File: src/gws_pkg.sv
// Shared types, constants and direction tables for the grid word search block.
// No dependencies; imported by every module of the block.
`default_nettype none

package gws_pkg;

    // Store geometry
    localparam int MAX_ROWS = 64;
    localparam int MAX_COLS = 64;
    localparam int MAX_WORD = 32;

    localparam int ROW_W    = 6;
    localparam int COL_W    = 6;
    localparam int GRID_AW  = ROW_W + COL_W;
    localparam int WORD_AW  = 5;
    localparam int LEN_W    = 6;
    localparam int CHAR_W   = 8;
    localparam int CNT_W    = 7;
    localparam int DIR_W    = 3;
    localparam int POS_W    = 8;

    localparam logic [DIR_W-1:0] DIR_FIRST = '0;
    localparam logic [DIR_W-1:0] DIR_LAST  = '1;

    // Configuration port
    localparam int CFG_IDX_W  = 1;
    localparam int CFG_DATA_W = 7;

    typedef enum logic [CFG_IDX_W-1:0] {
        CFG_ROWS_IN_USE = 1'b0,
        CFG_COLS_IN_USE = 1'b1
    } cfg_idx_t;

    typedef enum logic [1:0] {
        OP_WRITE_CELL = 2'd0,
        OP_WRITE_WORD = 2'd1,
        OP_QUERY      = 2'd2
    } op_t;

    typedef enum logic [2:0] {
        S_IDLE,
        S_FIRST,
        S_FIRST_CMP,
        S_STEP,
        S_CMP
    } state_t;

    typedef logic signed [POS_W-1:0] pos_t;
    typedef logic signed [1:0]       step_t;

    // Input word
    typedef struct packed {
        op_t                operation;
        logic [ROW_W-1:0]   row;
        logic [COL_W-1:0]   col;
        logic [CHAR_W-1:0]  letter;
        logic [WORD_AW-1:0] word_index;
        logic [LEN_W-1:0]   word_length;
    } item_t;

    // Result word
    typedef struct packed {
        logic             found;
        logic [DIR_W-1:0] direction;
    } result_t;

    // Store write request
    typedef struct packed {
        logic               grid_we;
        logic [GRID_AW-1:0] grid_waddr;
        logic               word_we;
        logic [WORD_AW-1:0] word_waddr;
        logic [CHAR_W-1:0]  wdata;
    } wr_req_t;

    // Store read request and registered read data
    typedef struct packed {
        logic [GRID_AW-1:0] grid_raddr;
        logic [WORD_AW-1:0] word_raddr;
    } rd_req_t;

    typedef struct packed {
        logic [CHAR_W-1:0] grid_q;
        logic [CHAR_W-1:0] word_q;
    } rd_data_t;

    // Row step per direction: NW N NE W E SW S SE
    function automatic step_t step_row(input logic [DIR_W-1:0] d);
        step_t s;
        case (d) inside
            3'd0, 3'd1, 3'd2: s = -2'sd1;
            3'd3, 3'd4:       s = 2'sd0;
            default:          s = 2'sd1;
        endcase
        return s;
    endfunction

    // Column step per direction
    function automatic step_t step_col(input logic [DIR_W-1:0] d);
        step_t s;
        case (d) inside
            3'd0, 3'd3, 3'd5: s = -2'sd1;
            3'd1, 3'd6:       s = 2'sd0;
            default:          s = 2'sd1;
        endcase
        return s;
    endfunction

    function automatic pos_t step_add(input pos_t p, input step_t s);
        return p + pos_t'({{(POS_W-2){s[1]}}, s});
    endfunction

    function automatic pos_t base_pos(input logic [ROW_W-1:0] b);
        return pos_t'({{(POS_W-ROW_W){1'b0}}, b});
    endfunction

endpackage

`default_nettype wire

File: src/gws_seq.sv
// Query sequencer: walks the directions one character at a time through a
// single address stepper and byte comparator. Depends on gws_pkg.
`default_nettype none

module gws_seq
    import gws_pkg::*;
(
    input  wire logic                 clk,
    input  wire logic                 rst_n,
    input  wire logic                 start,
    input  wire item_t                item,
    input  wire logic [CNT_W-1:0]     rows_in_use,
    input  wire logic [CNT_W-1:0]     cols_in_use,
    input  wire rd_data_t             rdata,
    output logic                      busy,
    output logic                      done,
    output result_t                   result,
    output wr_req_t                   wr,
    output rd_req_t                   rd
);

    state_t              state_reg,  state_next;
    logic [ROW_W-1:0]    r0_reg,     r0_next;
    logic [COL_W-1:0]    c0_reg,     c0_next;
    logic [LEN_W-1:0]    len_reg,    len_next;
    logic [CNT_W-1:0]    nr_reg,     nr_next;
    logic [CNT_W-1:0]    nc_reg,     nc_next;
    logic [DIR_W-1:0]    dir_reg,    dir_next;
    pos_t                pr_reg,     pr_next;
    pos_t                pc_reg,     pc_next;
    logic [WORD_AW-1:0]  k_reg,      k_next;
    logic                done_reg,   done_next;
    result_t             result_reg, result_next;

    logic                accept;
    logic [CNT_W-1:0]    nr_in;
    logic [CNT_W-1:0]    nc_in;
    logic [LEN_W-1:0]    len_in;
    logic                off_grid;
    logic                out_of_bounds;
    logic                char_eq;
    logic                last_char;
    logic                next_dir;
    logic [DIR_W-1:0]    dir_new;

    assign busy   = (state_reg != S_IDLE);
    assign accept = start && !busy;
    assign done   = done_reg;
    assign result = result_reg;

    // clamp the bounds and the word length of an incoming query
    assign nr_in  = (rows_in_use > CNT_W'(MAX_ROWS)) ? CNT_W'(MAX_ROWS) : rows_in_use;
    assign nc_in  = (cols_in_use > CNT_W'(MAX_COLS)) ? CNT_W'(MAX_COLS) : cols_in_use;
    assign len_in = (item.word_length > LEN_W'(MAX_WORD)) ? LEN_W'(MAX_WORD)
                                                          : item.word_length;
    assign off_grid = ({1'b0, item.row} >= nr_in) || ({1'b0, item.col} >= nc_in);

    // shared bounds check and comparator
    assign out_of_bounds = (pr_reg < 0) || (pc_reg < 0)
                        || (pr_reg >= $signed({1'b0, nr_reg}))
                        || (pc_reg >= $signed({1'b0, nc_reg}));
    assign char_eq   = (rdata.grid_q == rdata.word_q);
    assign last_char = ({1'b0, k_reg} == (len_reg - LEN_W'(1)));

    // store ports: writes come straight from an accepted word
    always_comb
    begin
        wr.grid_we    = accept && (item.operation == OP_WRITE_CELL);
        wr.grid_waddr = {item.row, item.col};
        wr.word_we    = accept && (item.operation == OP_WRITE_WORD);
        wr.word_waddr = item.word_index;
        wr.wdata      = item.letter;

        if (state_reg == S_FIRST)
        begin
            rd.grid_raddr = {r0_reg, c0_reg};
            rd.word_raddr = '0;
        end
        else
        begin
            rd.grid_raddr = {pr_reg[ROW_W-1:0], pc_reg[COL_W-1:0]};
            rd.word_raddr = k_reg;
        end
    end

    // state register
    always_ff @(posedge clk or negedge rst_n)
    begin
        if (!rst_n)
        begin
            state_reg  <= S_IDLE;
            done_reg   <= 1'b0;
            result_reg <= '0;
        end
        else
        begin
            state_reg  <= state_next;
            done_reg   <= done_next;
            result_reg <= result_next;
        end
    end

    // walk context
    always_ff @(posedge clk)
    begin
        r0_reg  <= r0_next;
        c0_reg  <= c0_next;
        len_reg <= len_next;
        nr_reg  <= nr_next;
        nc_reg  <= nc_next;
        dir_reg <= dir_next;
        pr_reg  <= pr_next;
        pc_reg  <= pc_next;
        k_reg   <= k_next;
    end

    // next state and datapath control
    always_comb
    begin
        state_next  = state_reg;
        r0_next     = r0_reg;
        c0_next     = c0_reg;
        len_next    = len_reg;
        nr_next     = nr_reg;
        nc_next     = nc_reg;
        dir_next    = dir_reg;
        pr_next     = pr_reg;
        pc_next     = pc_reg;
        k_next      = k_reg;
        done_next   = 1'b0;
        result_next = result_reg;
        next_dir    = 1'b0;
        dir_new     = dir_reg + DIR_W'(1);

        unique case (state_reg)
            S_IDLE:
            begin
                if (start)
                begin
                    r0_next  = item.row;
                    c0_next  = item.col;
                    len_next = len_in;
                    nr_next  = nr_in;
                    nc_next  = nc_in;
                    unique case (item.operation)
                        OP_QUERY:
                        begin
                            if ((item.word_length == '0) || off_grid)
                            begin
                                done_next   = 1'b1;
                                result_next = '0;
                            end
                            else
                            begin
                                state_next = S_FIRST;
                            end
                        end
                        default:
                        begin
                            done_next   = 1'b1;
                            result_next = '0;
                        end
                    endcase
                end
            end

            S_FIRST:
            begin
                state_next = S_FIRST_CMP;
            end

            S_FIRST_CMP:
            begin
                if (!char_eq)
                begin
                    state_next  = S_IDLE;
                    done_next   = 1'b1;
                    result_next = '0;
                end
                else if (len_reg == LEN_W'(1))
                begin
                    state_next            = S_IDLE;
                    done_next             = 1'b1;
                    result_next.found     = 1'b1;
                    result_next.direction = DIR_FIRST;
                end
                else
                begin
                    next_dir = 1'b1;
                    dir_new  = DIR_FIRST;
                end
            end

            S_STEP:
            begin
                if (out_of_bounds)
                begin
                    next_dir = 1'b1;
                end
                else
                begin
                    state_next = S_CMP;
                end
            end

            S_CMP:
            begin
                if (!char_eq)
                begin
                    next_dir = 1'b1;
                end
                else if (last_char)
                begin
                    state_next            = S_IDLE;
                    done_next             = 1'b1;
                    result_next.found     = 1'b1;
                    result_next.direction = dir_reg;
                end
                else
                begin
                    k_next     = k_reg + WORD_AW'(1);
                    pr_next    = step_add(pr_reg, step_row(dir_reg));
                    pc_next    = step_add(pc_reg, step_col(dir_reg));
                    state_next = S_STEP;
                end
            end

            default:
            begin
                state_next = S_IDLE;
            end
        endcase

        // move to the next direction, or give up after the last one
        if (next_dir)
        begin
            if ((state_reg != S_FIRST_CMP) && (dir_reg == DIR_LAST))
            begin
                state_next  = S_IDLE;
                done_next   = 1'b1;
                result_next = '0;
            end
            else
            begin
                dir_next   = dir_new;
                pr_next    = step_add(base_pos(r0_reg), step_row(dir_new));
                pc_next    = step_add(base_pos(c0_reg), step_col(dir_new));
                k_next     = WORD_AW'(1);
                state_next = S_STEP;
            end
        end
    end

    // checks
    a_done_idle: assert property (@(posedge clk) disable iff (!rst_n)
        done_reg |-> (state_reg == S_IDLE))
        else $error("result strobe while a walk is still running");

    a_miss_dir_zero: assert property (@(posedge clk) disable iff (!rst_n)
        (done_reg && !result_reg.found) |-> (result_reg.direction == '0))
        else $error("miss reported with nonzero direction");

    a_k_in_word: assert property (@(posedge clk) disable iff (!rst_n)
        (state_reg == S_CMP) |-> (({1'b0, k_reg} < len_reg) && (k_reg != '0)))
        else $error("character index outside the word");

    a_write_done: assert property (@(posedge clk) disable iff (!rst_n)
        (accept && (item.operation != OP_QUERY)) |=> (done_reg && !result_reg.found))
        else $error("write word did not give its result next cycle");

    a_cmp_in_grid: assert property (@(posedge clk) disable iff (!rst_n)
        (state_reg == S_CMP) |-> ($past(state_reg) == S_STEP))
        else $error("compare without a bounded read");

endmodule

`default_nettype wire

File: config.mk
export PLATFORM = sky130hd
export DESIGN_NAME = gws_seq
export DESIGN_NICKNAME = d
export VERILOG_FILES = /design/src/gws_pkg.sv /design/src/gws_seq.sv
export SDC_FILE = /design/constraint.sdc
export NUM_CORES = 1
export LEC_CHECK = 0
export BUFFER_PORTS_ARGS = -buffer_cell sky130_fd_sc_hd__buf_2
export CORE_ASPECT_RATIO = 0.7
export CORE_MARGIN = 3
export CORE_UTILIZATION = 39
export DETAILED_ROUTE_END_ITERATION = 16
export HOLD_SLACK_MARGIN = 0.08
export PLACE_DENSITY = 0.57
export SYNTH_ARGS = -nofsm -noshare
export SYNTH_HDL_FRONTEND = slang
export SYNTH_SLANG_ARGS = --single-unit
export TNS_END_PERCENT = 10
File: constraint.sdc
create_clock -name clk -period 4.2 [get_ports clk]
set_clock_uncertainty 0.1 [all_clocks]
set_input_delay 0 -clock clk [delete_from_list [all_inputs] [get_ports clk]]
set_output_delay 0 -clock clk [all_outputs]
set_load 0.02 [all_outputs]
* Yosys cells after proc, flatten, opt, wreduce, memory -nomap -nowiden
Cells that the tools add are included.
Storage, ports and cells: word-level logic and storage cells 161, register bits after elaboration 64, output and inout bits 50
Operators by class: order comparisons 9, bitwise operators 1, add/sub/neg operators 7, equality and inequality tests 29, muxes and demuxes 75, reductions and logical operators 27
Operators with widths (number):
- 8-bit two-way mux | 10
- 4-bit two-way mux | 9
- 3-bit two-way mux | 11
- 2-bit two-way mux | 16
- 5-bit two-way mux | 5
- 3-bit == test, second input constant | 8
- 3-bit by 2-bit == test with 1-bit output, second input constant | 6
- 1-bit two-way mux | 17
- 17-bit two-way mux | 1
- 7-bit by 2-bit adder with 8-bit output | 2
- 8-bit by 2-bit adder with 8-bit output | 2
- 8-bit >= comparator | 2
- 8-bit by 1-bit < comparator with 1-bit output, second input constant | 2
- 3-bit case mux with 5 select lines | 1
- 6-bit by 7-bit >= comparator with 1-bit output | 2
- 7-bit greater-than comparator, second input constant | 2
- 7-bit two-way mux | 2
- 3-bit != test, second input constant | 4
- 4-bit case mux with 3 select lines | 1
- 3-bit OR reduction | 4
- 3-bit by 1-bit == test with 1-bit output, second input constant | 3
- 3-bit zero test | 3
- 8-bit == test | 1
- 2-bit OR reduction | 4
- other kinds (20) | 30

* Logic depth before layout (Yosys ltp)
depth after elaboration 13, mapped depth 15, mapped depth without buffers 15

* Least setup slack after synthesis
OpenSTA, ideal clock, no wires.
path kind reg2reg, from register dir_reg[0], to register pc_reg[6], library setup time 0.121 ns, data required time 3.979 ns, slack 0.690 ns, path buffers 1, stages on the path, launching flop included 16, arrival time 3.289 ns, cells stage by stage edfxtp_1 ha_1 ha_1 clkbuf_1 xor2_1 o21ai_0 a21oi_1 inv_1 fa_1 a21o_1 a21oi_1 inv_1 a21oi_1 o21bai_1 xnor2_1 mux2_4
On the way: cells in the longest elaborated chain, start to end 13, elaborated cells between the ends (all ways) 36, those cells by class 3 x add/sub; 9 x eq/ne; 17 x mux; 7 x reduce/logical
RTL lines:
- from (decl) | RTL line gws_seq.sv:28 | logic [DIR_W-1:0] dir_reg, dir_next;
- from (signal assigned) | RTL line gws_seq.sv:111 | dir_reg <= dir_next;
- 3-bit by 1-bit adder with 3-bit output, or another cell as far along | RTL line gws_seq.sv:133 | dir_new = dir_reg + DIR_W'(1);
- 3-bit two-way mux or 2-bit OR reduction (tied branches) | RTL line gws_seq.sv:180, gws_pkg.sv:101
- 3-bit two-way mux or 1-bit two-way mux (tied branches) | RTL line gws_seq.sv:174, gws_pkg.sv:101
- 3-bit two-way mux or 2-bit two-way mux (tied branches) | RTL line gws_seq.sv:135, gws_pkg.sv:101
- 3-bit by 1-bit == test with 1-bit output, or another cell as far along | RTL line gws_seq.sv:247 | pc_next = step_add(base_pos(c0_reg), step_col(dir_new));
- 2-bit OR reduction or 2-bit two-way mux (tied branches) | RTL line gws_pkg.sv:101, gws_seq.sv:208
- 1-bit two-way mux or 2-bit two-way mux (tied branches) | RTL line gws_pkg.sv:101, gws_seq.sv:135
- 2-bit two-way mux or 8-bit by 2-bit adder with 8-bit output (tied branches) | RTL line gws_pkg.sv:101, gws_pkg.sv:110
- 2-bit two-way mux or 8-bit two-way mux (tied branches) | RTL line gws_seq.sv:237, gws_seq.sv:212
- 2-bit two-way mux or 8-bit two-way mux (tied branches) | RTL line gws_seq.sv:235, gws_seq.sv:208
- 7-bit by 2-bit adder with 8-bit output or 8-bit two-way mux (tied branches) | RTL line gws_pkg.sv:110, gws_seq.sv:135
- 8-bit two-way mux | RTL line gws_seq.sv:237 | if ((state_reg != S_FIRST_CMP) && (dir_reg == DIR_LAST))
- 8-bit two-way mux * | RTL line gws_seq.sv:235 | if (next_dir)
- named net pc_next[6] | RTL line gws_seq.sv:30 | pos_t pc_reg, pc_next;
- to (signal assigned) | RTL line gws_seq.sv:113 | pc_reg <= pc_next;
- to (decl) | RTL line gws_seq.sv:30
Mark *: on every way through the listed nets, which the timed path passes. The rest lies on a longest branch. The select of a mux whose other input is x is not followed. A chain may end at the register's enable or synchronous reset.

* Worst setup path in the final report
Ends and elaborated chain as after synthesis.

==> results.tsv <==
metric	value	unit
status	completed	
ys async rst share	12.50	%
Psw	0.0008569	W
row count	34	
placed instance area	5523	um2
Synth top area share	20.56	%
Finished Cell Area	6367	um2
internal cell power	0.001756	W
Pwr Density	410.4	nW/um2
via count	3959	
Reg2Reg Launch Point	dir_reg[0]	
top cells by area, synth	edfxtp_1 21%, ha_1 15%, dfxtp_1 8.2%	
worst skew pair latency	0.34	ns
antenna cells	0	
Slew Viols, Final	0	
Fin Hold WS	0.1077	ns
critical path arrival	3.96	ns
Resize count post-CTS	0	
Post-route DRC	0	
synthesized area	5112	um2
CP Capture Type	flip-flop	
clk sinks	64	
fill count	1105	
Final Hold Fails	0	
slew of the pin with the lowest slew margin	0.8518	ns
total die area	14540	um2
Synth Register Bits	64	
layout cell share with drive strength beyond 1	22.38	%
Cells after DPL	725	
Layout area overhead	24.55	%
RSZ-0062 raised after global routing	no	
antenna violations before repair	0	
WL/cell	15.14	um
Syn. warnings	0	
CTS tree	built	
switching portion of total power	32.79	%
Worst R2R Setup Slack	0.37	ns
Critical Path RT	4.32	ns
vias in the first global route	3852	
H-tree depth	3	
Hold-fix buffers, CTS	51	
CTS buffer count	9	
most numerous cell in the Yosys netlist	ha_1	
wire length after detailed routing	11.99	mm
Hold WC Path Type	in2reg	
reg2reg path depth	14	
syn nets	641	
drt via density	4.999	
HPWL Detailed	8.918	mm
final cell count without fillers	792	
sequential standard cell area	1672	um2
register area share after synthesis	32.70	%
post-route ant nets	0	
maxcap violations	0	
IO Port Bufs	89	
GRT overflow	0	
area of the multi-input gates	2989	um2
max_slew headroom	43.22	%
sum of negative setup slack	0	ns
IO Count	116	
CP Launch Point	dir_reg[0]	
Die H	101.8	um
Clock Path Buffers	2	
first-pass GRT wire length	19.12	mm
Synth top cells by count	63 x ha_1, 49 x inv_1, 35 x edfxtp_1, 29 x nor2_1	
Clock Power Share	32.2	%
core area	12630	um2
Routability Congestion	0.8441	
1st-iter DRT viols	201	
Leakage	2.983	nW
Post-synth EDFFs	35	
Post CTS Setup Buffer Count	0	
nets@finish	758	
Setup crit end	pc_reg[6]	
startpoint types	flip-flop	
sequential power share	33.3	%
Reg-to-Reg End	pc_reg[6]	
largest net degree at the start of global routing	33	
Final period util	91.30	%
Mapped Cells	508	
Starting Density	40.46	%
Highest Clock Rate	260.8	MHz
Cell variety after synth	65	
most common flop cell mapped by yosys	edfxtp_1	
min cycle time layout	3.835	ns
final setup fails	0	
area leader, netlist	edfxtp_1	
kind of critical path	reg2reg	
Total Routing Usage GR	16.84	%
synthesized area per cell	10.06	um2
chip width	142.8	um
clock-pin slew on the worst setup and hold paths	0.05	ns
Logic pwr share	34.5	%
CP max FO	9	
worst vdd rail ir drop	263.7	uV
router iterations before antenna repair	4	
CTS Root Cell	clkbuf_16	
[routing by layer]
layer,track usage [%],vias up,part of all wire [%]
met4,5.771,0,1.6
met3,3.256,16,3.6
met1,22.96,1837,49
met5,0,-,0
met2,26.95,97,46
li1,-,2009,-
[per-stage QoR]
| step | util, % | total power (W) | setup slack, ns |
|---|---|---|---|
| 6_report | 50.40 | 0.002613 | 0.3655 |
| 5_1_grt | 50.40 | 0.002766 | 0.1430 |
| 4_1_cts | 50.40 | 0.002632 | 0.3786 |
| 3_5_place_dp | 43.71 | 0.001735 | 0.4261 |
| 3_3_place_gp | 43.71 | 0.001704 | 0.5463 |
| 2_1_floorplan | - | 0.001504 | 0.6896 |
[cells by family after synthesis]
family,after synthesis,share of synthesized area (%)
AO/OA/AOI/OAI,94,12.95
XOR/XNOR,45,7.709
flip-flops,64,32.70
multiplexers,38,8.125
adder cells (fa/ha/maj),67,16.98
AND/OR/NAND/NOR,113,12.60
buffers and inverters,87,8.933
[layout make-up]
cell class,instances,area share [%]
multi-input combinational,357,46.94
inverter,49,2.889
clock buffer,13,4.244
timing repair buffer,144,15.48
tap,162,3.183
sequential,64,26.25
clock inverter,3,1.002
[power groups by stage]
stage                     sequential, W  combinational [W]  clock, W
after floorplan                0.000843           0.000661         0
after global routing           0.000883            0.00101  0.000875
after detailed placement       0.000882           0.000853         0
after CTS                      0.000870           0.000908  0.000854
final                          0.000869           0.000902  0.000842
after global placement         0.000878           0.000826         0
[cell usage in the layout (no fill, tap or decap), types with 3 or more instances in the layout]
cell            n
mux2i_1        19
dfrtp_1         8
dlygate4sd3_1  51
o21ai_0        13
dfxtp_1        21
o21bai_1        6
a21o_1         14
buf_2          89
clkbuf_8        3
fa_1            4
xnor2_1        22
a22oi_1         4
mux2_2         14
edfxtp_1       35
inv_1          49
nand3_1        10
clkbuf_16       9
xor2_1         23
buf_4           4
a21oi_1        28
nor2_1         29
nor3_1          5
nand2b_1       11
nor2b_1        15
ha_1           63
a211oi_1        4
nor4b_1         3
nand2_1        14
a31oi_1         3
mux2_4          3
[worst min-delay path by stage]
stage / start / slack (ns) / depth (start not counted) / to
3_5_place_dp: rst_n / -0.25 / 1 / done
4_1_cts: start / 0.08 / 4 / state_reg[0]
3_3_place_gp: rst_n / -0.25 / 1 / done
5_1_grt: start / 0.11 / 4 / state_reg[0]
2_1_floorplan: rst_n / -0.40 / 0 / done
6_report: start / 0.11 / 4 / state_reg[0]
[worst max-delay path, cell delays in order (launching register included)]
cell and delay [ns]:
edfxtp_1 0.52, ha_1 0.31, ha_1 0.43, xor2_1 0.18, o21ai_0 0.09, a21oi_1 0.32
inv_1 0.24, fa_1 0.47, a21o_1 0.17, a21oi_1 0.21, inv_1 0.07, a21oi_1 0.14
o21bai_1 0.08, xnor2_1 0.13, mux2_4 0.26
No activity file was read; power rests on OpenSTA's default activity.
